<file path="src/brf_pkg.sv">
// ----------------------------------------------------------------------------
// brf_pkg
// Shared types and constants for the byte ring FIFO core.
// ----------------------------------------------------------------------------
`default_nettype none

package brf_pkg;

    localparam int DEPTH     = 1024;
    localparam int ADDR_W    = $clog2(DEPTH);
    localparam int CAP_W     = 11;
    localparam int CNT_W     = 10;
    localparam int BYTE_W    = 8;
    localparam int CAP_RESET = 1024;
    localparam int CAP_MIN   = 2;

    localparam int XW_A = (CAP_W > ADDR_W + 1) ? CAP_W : ADDR_W + 1;
    localparam int XW   = (XW_A > CNT_W + 1) ? XW_A : CNT_W + 1;

    localparam int S_TDATA_W = 24;
    localparam int M_TDATA_W = 32;

    typedef enum logic [1:0] {
        CMD_PUSH  = 2'd0,
        CMD_POP   = 2'd1,
        CMD_SKIP  = 2'd2,
        CMD_CLEAR = 2'd3
    } cmd_t;

    typedef struct packed {
        logic cfg_we;
        logic load;
        logic commit;
        logic ok;
        logic do_push;
        logic do_pop;
        logic do_skip;
        logic do_clear;
    } brf_ctl_t;

    typedef struct packed {
        cmd_t cmd;
        logic empty;
        logic full;
        logic skip_ok;
    } brf_stat_t;

endpackage

`default_nettype wire

</file>
<file path="src/brf_ctrl.sv">
// ----------------------------------------------------------------------------
// brf_ctrl
// Controller: input handshake, command decode and result slot ownership.
// ----------------------------------------------------------------------------
`default_nettype none

module brf_ctrl
    import brf_pkg::*;
(
    input  wire logic      aclk,
    input  wire logic      aresetn,
    input  wire logic      s_tvalid,
    output logic           s_tready,
    output logic           m_tvalid,
    input  wire logic      m_tready,
    input  wire logic      cfg_valid,
    output logic           cfg_ready,
    input  wire brf_stat_t stat,
    output brf_ctl_t       ctl
);

    typedef enum logic {
        ST_IDLE,
        ST_EXEC
    } state_t;

    state_t state_reg, state_next;
    logic   out_valid_reg, out_valid_next;
    logic   slot_free;
    logic   ok;

    always_comb begin
        case (stat.cmd)
            CMD_PUSH:  ok = !stat.full;
            CMD_POP:   ok = !stat.empty;
            CMD_SKIP:  ok = stat.skip_ok;
            CMD_CLEAR: ok = 1'b1;
            default:   ok = 1'b0;
        endcase
    end

    assign slot_free = !out_valid_reg || m_tready;

    always_comb begin
        ctl          = '0;
        ctl.cfg_we   = cfg_valid && (state_reg == ST_IDLE);
        ctl.load     = s_tvalid && (state_reg == ST_IDLE);
        ctl.commit   = (state_reg == ST_EXEC) && slot_free;
        ctl.ok       = ok;
        ctl.do_push  = ctl.commit && ok && (stat.cmd == CMD_PUSH);
        ctl.do_pop   = ctl.commit && ok && (stat.cmd == CMD_POP);
        ctl.do_skip  = ctl.commit && ok && (stat.cmd == CMD_SKIP);
        ctl.do_clear = ctl.commit && (stat.cmd == CMD_CLEAR);

        state_next     = state_reg;
        out_valid_next = out_valid_reg;
        if (m_tready) begin
            out_valid_next = 1'b0;
        end
        case (state_reg)
            ST_IDLE: begin
                if (ctl.load) begin
                    state_next = ST_EXEC;
                end
            end
            ST_EXEC: begin
                if (ctl.commit) begin
                    state_next     = ST_IDLE;
                    out_valid_next = 1'b1;
                end
            end
            default: state_next = ST_IDLE;
        endcase
    end

    always_ff @(posedge aclk) begin
        if (!aresetn) begin
            state_reg     <= ST_IDLE;
            out_valid_reg <= 1'b0;
        end else begin
            state_reg     <= state_next;
            out_valid_reg <= out_valid_next;
        end
    end

    assign s_tready  = (state_reg == ST_IDLE);
    assign cfg_ready = (state_reg == ST_IDLE);
    assign m_tvalid  = out_valid_reg;

`ifndef ASSERT_OFF
    a_commit_fills_slot: assert property (@(posedge aclk) disable iff (!aresetn)
        ctl.commit |=> out_valid_reg)
        else $error("result slot not loaded after commit");

    a_one_action: assert property (@(posedge aclk) disable iff (!aresetn)
        $onehot0({ctl.do_push, ctl.do_pop, ctl.do_skip, ctl.do_clear}))
        else $error("more than one pointer action at once");

    a_no_push_full: assert property (@(posedge aclk) disable iff (!aresetn)
        ctl.do_push |-> !stat.full)
        else $error("push into a full ring");

    a_full_not_empty: assert property (@(posedge aclk) disable iff (!aresetn)
        stat.full |-> !stat.empty)
        else $error("ring reports full and empty");

    a_no_slot_overwrite: assert property (@(posedge aclk) disable iff (!aresetn)
        (out_valid_reg && !m_tready) |-> !ctl.commit)
        else $error("commit over an untaken result");
`endif

endmodule

`default_nettype wire

</file>
<file path="config.mk">
export PLATFORM = sky130hd
export DESIGN_NAME = brf_ctrl
export DESIGN_NICKNAME = d
export VERILOG_FILES = /design/src/brf_pkg.sv /design/src/brf_ctrl.sv
export SDC_FILE = /design/constraint.sdc
export NUM_CORES = 1
export LEC_CHECK = 0
export BUFFER_PORTS_ARGS = -buffer_cell sky130_fd_sc_hd__buf_4
export CAP_MARGIN = 5
export CORE_AREA = 4 4 41 43
export CTS_CLUSTER_SIZE = 14
export DETAILED_ROUTE_END_ITERATION = 8
export DIE_AREA = 0 0 45 47
export SLEW_MARGIN = 30
export SYNTH_ARGS = -nofsm -noshare
export SYNTH_HDL_FRONTEND = slang
export SYNTH_SLANG_ARGS = --single-unit
</file>
<file path="constraint.sdc">
create_clock -name aclk -period 0.95 [get_ports aclk]
set_input_delay 0.095 -clock aclk [delete_from_list [all_inputs] [get_ports aclk]]
set_output_delay 0.095 -clock aclk [all_outputs]
set_load 0.01 [all_outputs]
</file>
Yosys cells after proc, flatten, opt, wreduce, memory -nomap -nowiden:

Index checks and enable logic that the tools add are counted.

* bits in registers: 2
* output and inout port bits: 11
* logic and storage cells: 26

* equal/unequal tests: 3
* multiplexer cells: 7
* bitwise logic cells: 1
* reduce and logical (&&, ||, !) cells: 13

Operators with widths (number)
* $logic_and 1x1->1: 8
* $mux 1: 5
* $eq 2x2->1 const B: 2
* $pmux 1 s4: 1
* $logic_not 1->1: 3
* $eq 2x1->1 const B: 1
* $logic_not 2->1: 1
* $pmux 1 s2: 1
* $logic_or 1x1->1: 1
* $not 1->1: 1

Longest topological paths before layout:

* depth in word-level cells: 5
* mapped depth: 3
* gate-level depth less buffers: 2

Worst setup path before layout:

Ideal clock, no wire load.

* kind: register to output
* from: register out_valid_reg (netlist: m_tvalid)
* to: output ctl[3] (netlist bit)
* data arrival time: 0.835 ns
* required time: 0.855 ns
* path slack: 0.020 ns
* cell stages (with the launch flop): 3
* path buffers: 0
* cell sequence: dfxtp_1 -> nor2b_2 -> nor4b_2

RTL lines
* from (decl): RTL line brf_ctrl.sv:28 `logic out_valid_reg, out_valid_next;`
* from (signal assigned): RTL line brf_ctrl.sv:82 `out_valid_reg <= out_valid_next;`
* to (decl): RTL line brf_ctrl.sv:19 `output brf_ctl_t ctl`

==> flow_summary.ini <==
[clock_network]
clkLatencyLatePin_ps = 230
cts_root_buf = clkbuf_4
h-tree-depth = 1
holdBufCountCts = 0
clk_pin_slew_ps = 30
numCtsBuffers = 3
clockBufferDepth = 2
cts_tree = built
cts.sinks = 2

[timing]
skew_ps = 3.59
post-route-period-util = 1.23
timing.fmax_mhz = 854
setup_violations = 10
whs_ps = 85.2
min_period_ps = 1170
tightest_slew_ps = 241
report.final.hold_viol_count = 0
rsz0062_at_grt = yes
drv_slew = 0
setup_slack_ps = -221
maxSlewHeadroom = 0.839

[floorplan]
boundaryPins = 21
die_h_um = 47
coreArea_um2 = 1300
start_util = 0.160
rows = 13
dieArea_um2 = 2120
die_x_um = 45

[global_routing]
overflow = 0
grt_pass1_wl_mm = 1.04
grt_max_degree = 7
antenna_found_initial = 0
grtUsageTotal = 0.0717
grt_pass1_vias = 252

[route]
post_drt_wl_per_cell_um = 9.95
initialDrtViolationCount = 2
firstDrtPassIters = 2
wl_um = 657
viasPerCell = 4.08
ant_nets = 0
vias = 269
drc_errors = 0

[logic_synthesis]
ys_ff_latch = 2
yosys_warnings = 0
yosysSeqAreaShare = 0.193
synth_area_um2 = 208
synth_nets = 34
syn_inst = 24
synth_cell_types = 16
syn_avg_cell_area_um2 = 8.65

[place]
gp_congestion = 0.588
hpwl_um = 520
port_buffers = 20

[critical_path]
start_kind = register
max_stage_delay_ps = 310
cp.required_ps = 850
critPathKind = reg2out
crit_chain = nor2b_4 > buf_6 > nor2_2 > buf_6
cp-end-kind = output port
cp_max_fo = 5
cpMaxStageDelayCell = dfxtp_2
cpMostUsedCell = buf_6
arrival_ps = 1080

[outcome]
outcome = complete, but fails checks
violations = setup timing

[power_and_ir_drop]
p_leak_uw = 0.000235
ir_drop_v = 0.000451
power.total_uw = 464
powerDensity_nw_per_um2 = 926

[finish]
layout.nets = 63
n_fill_cell = 141
mostFrequentLayoutCell = buf_4
mostFrequentLayoutCells = 19 x buf_4, 7 x buf_6, 3 x nor2b_4, 3 x clkbuf_4
insertedDiodeCount = 0
area_growth_pct = 141
drive_gt1_frac = 0.824

[hold_path]
hold_path_class = in2reg

[run]
maxCapViolCount = 0
-- kinds of logic after synthesis --
logic type	after synthesis	share of synthesized area
AND/OR/NAND/NOR	12	0.506
buffers and inverters	5	0.126
multiplexers	1	0.0542
flip-flops	2	0.193
AO/OA/AOI/OAI	4	0.120
-- metal layers --
metal | global-route usage | up-vias | wire (um)
li1 | - | 136 | -
met1 | 0.0632 | 125 | 222
met3 | 0.0421 | 0 | 69
met5 | 0 | - | 0
met4 | 0.0702 | 0 | 0
met2 | 0.113 | 8 | 365
-- cells in the mapped netlist, drive strengths merged --
library cell,number,area share
nor4,3,0.18
nor2,2,0.036
nand2b,2,0.072
nor4b,1,0.072
buf,2,0.072
o21a,2,0.072
o21ai,2,0.048
and3b,1,0.042
inv,3,0.054
dfxtp,2,0.19
mux2,1,0.054
nor2b,3,0.10
-- worst max-delay path: cells and delay by family, from the launching register on --
family | cells | cell delay [ps]
and+or+nand+nor | 2 | 290
DFF | 1 | 310
buffers and inverters | 2 | 250
-- worst paths after layout --
check | slack [ps] | startpoint | depth (start not counted) | to
worst max register to register | -20 | m_tvalid | 4 | m_tvalid
worst max-delay path | -220 | m_tvalid | 4 | ctl[5]
worst min register to register | 600 | state_reg | 2 | m_tvalid
worst min-delay path | 90 | aresetn | 2 | m_tvalid
-- report_power, final --
part / total (uW) / internal [uW] / leakage [uW] / switching [uW]
clock network: 191 / 140 / 0.0000138 / 51.6
logic: 177 / 106 / 0.000204 / 71.1
registers: 94.7 / 90.6 / 0.0000172 / 4.10
total: 464 / 337 / 0.000235 / 127
-- metrics by stage --
stage / util / instance area [um^2] / setup TNS (ps) / instances / worst slack [ps]
global route: 0.385 / 500 / -1640 / 66 / -294
global placement: 0.301 / 392 / -71.4 / 61 / -58.1
finish: 0.385 / 500 / -1020 / 66 / -221
floorplan: - / 208 / 0 / 24 / 19.7
CTS: 0.341 / 444 / -1260 / 65 / -221
detailed placement: 0.301 / 392 / -95.8 / 61 / -76.7
-- repair_timing --
item                       4_1_cts  5_1_grt
resized for setup                7       11
setup endpoints to repair        9       10
pin swaps                        4        3
buffers inserted                 1        2
-- area by class of cell --
cell class	instances	area, um^2	area share
clock buffers	3	22.5	0.0450
inverters	3	13.8	0.0275
multi-input cells	17	181	0.363
flip-flops and latches	2	42.5	0.0850
well taps	15	18.8	0.0375
repair buffers	26	221	0.442
No activity file was read; power rests on OpenSTA's default activity.
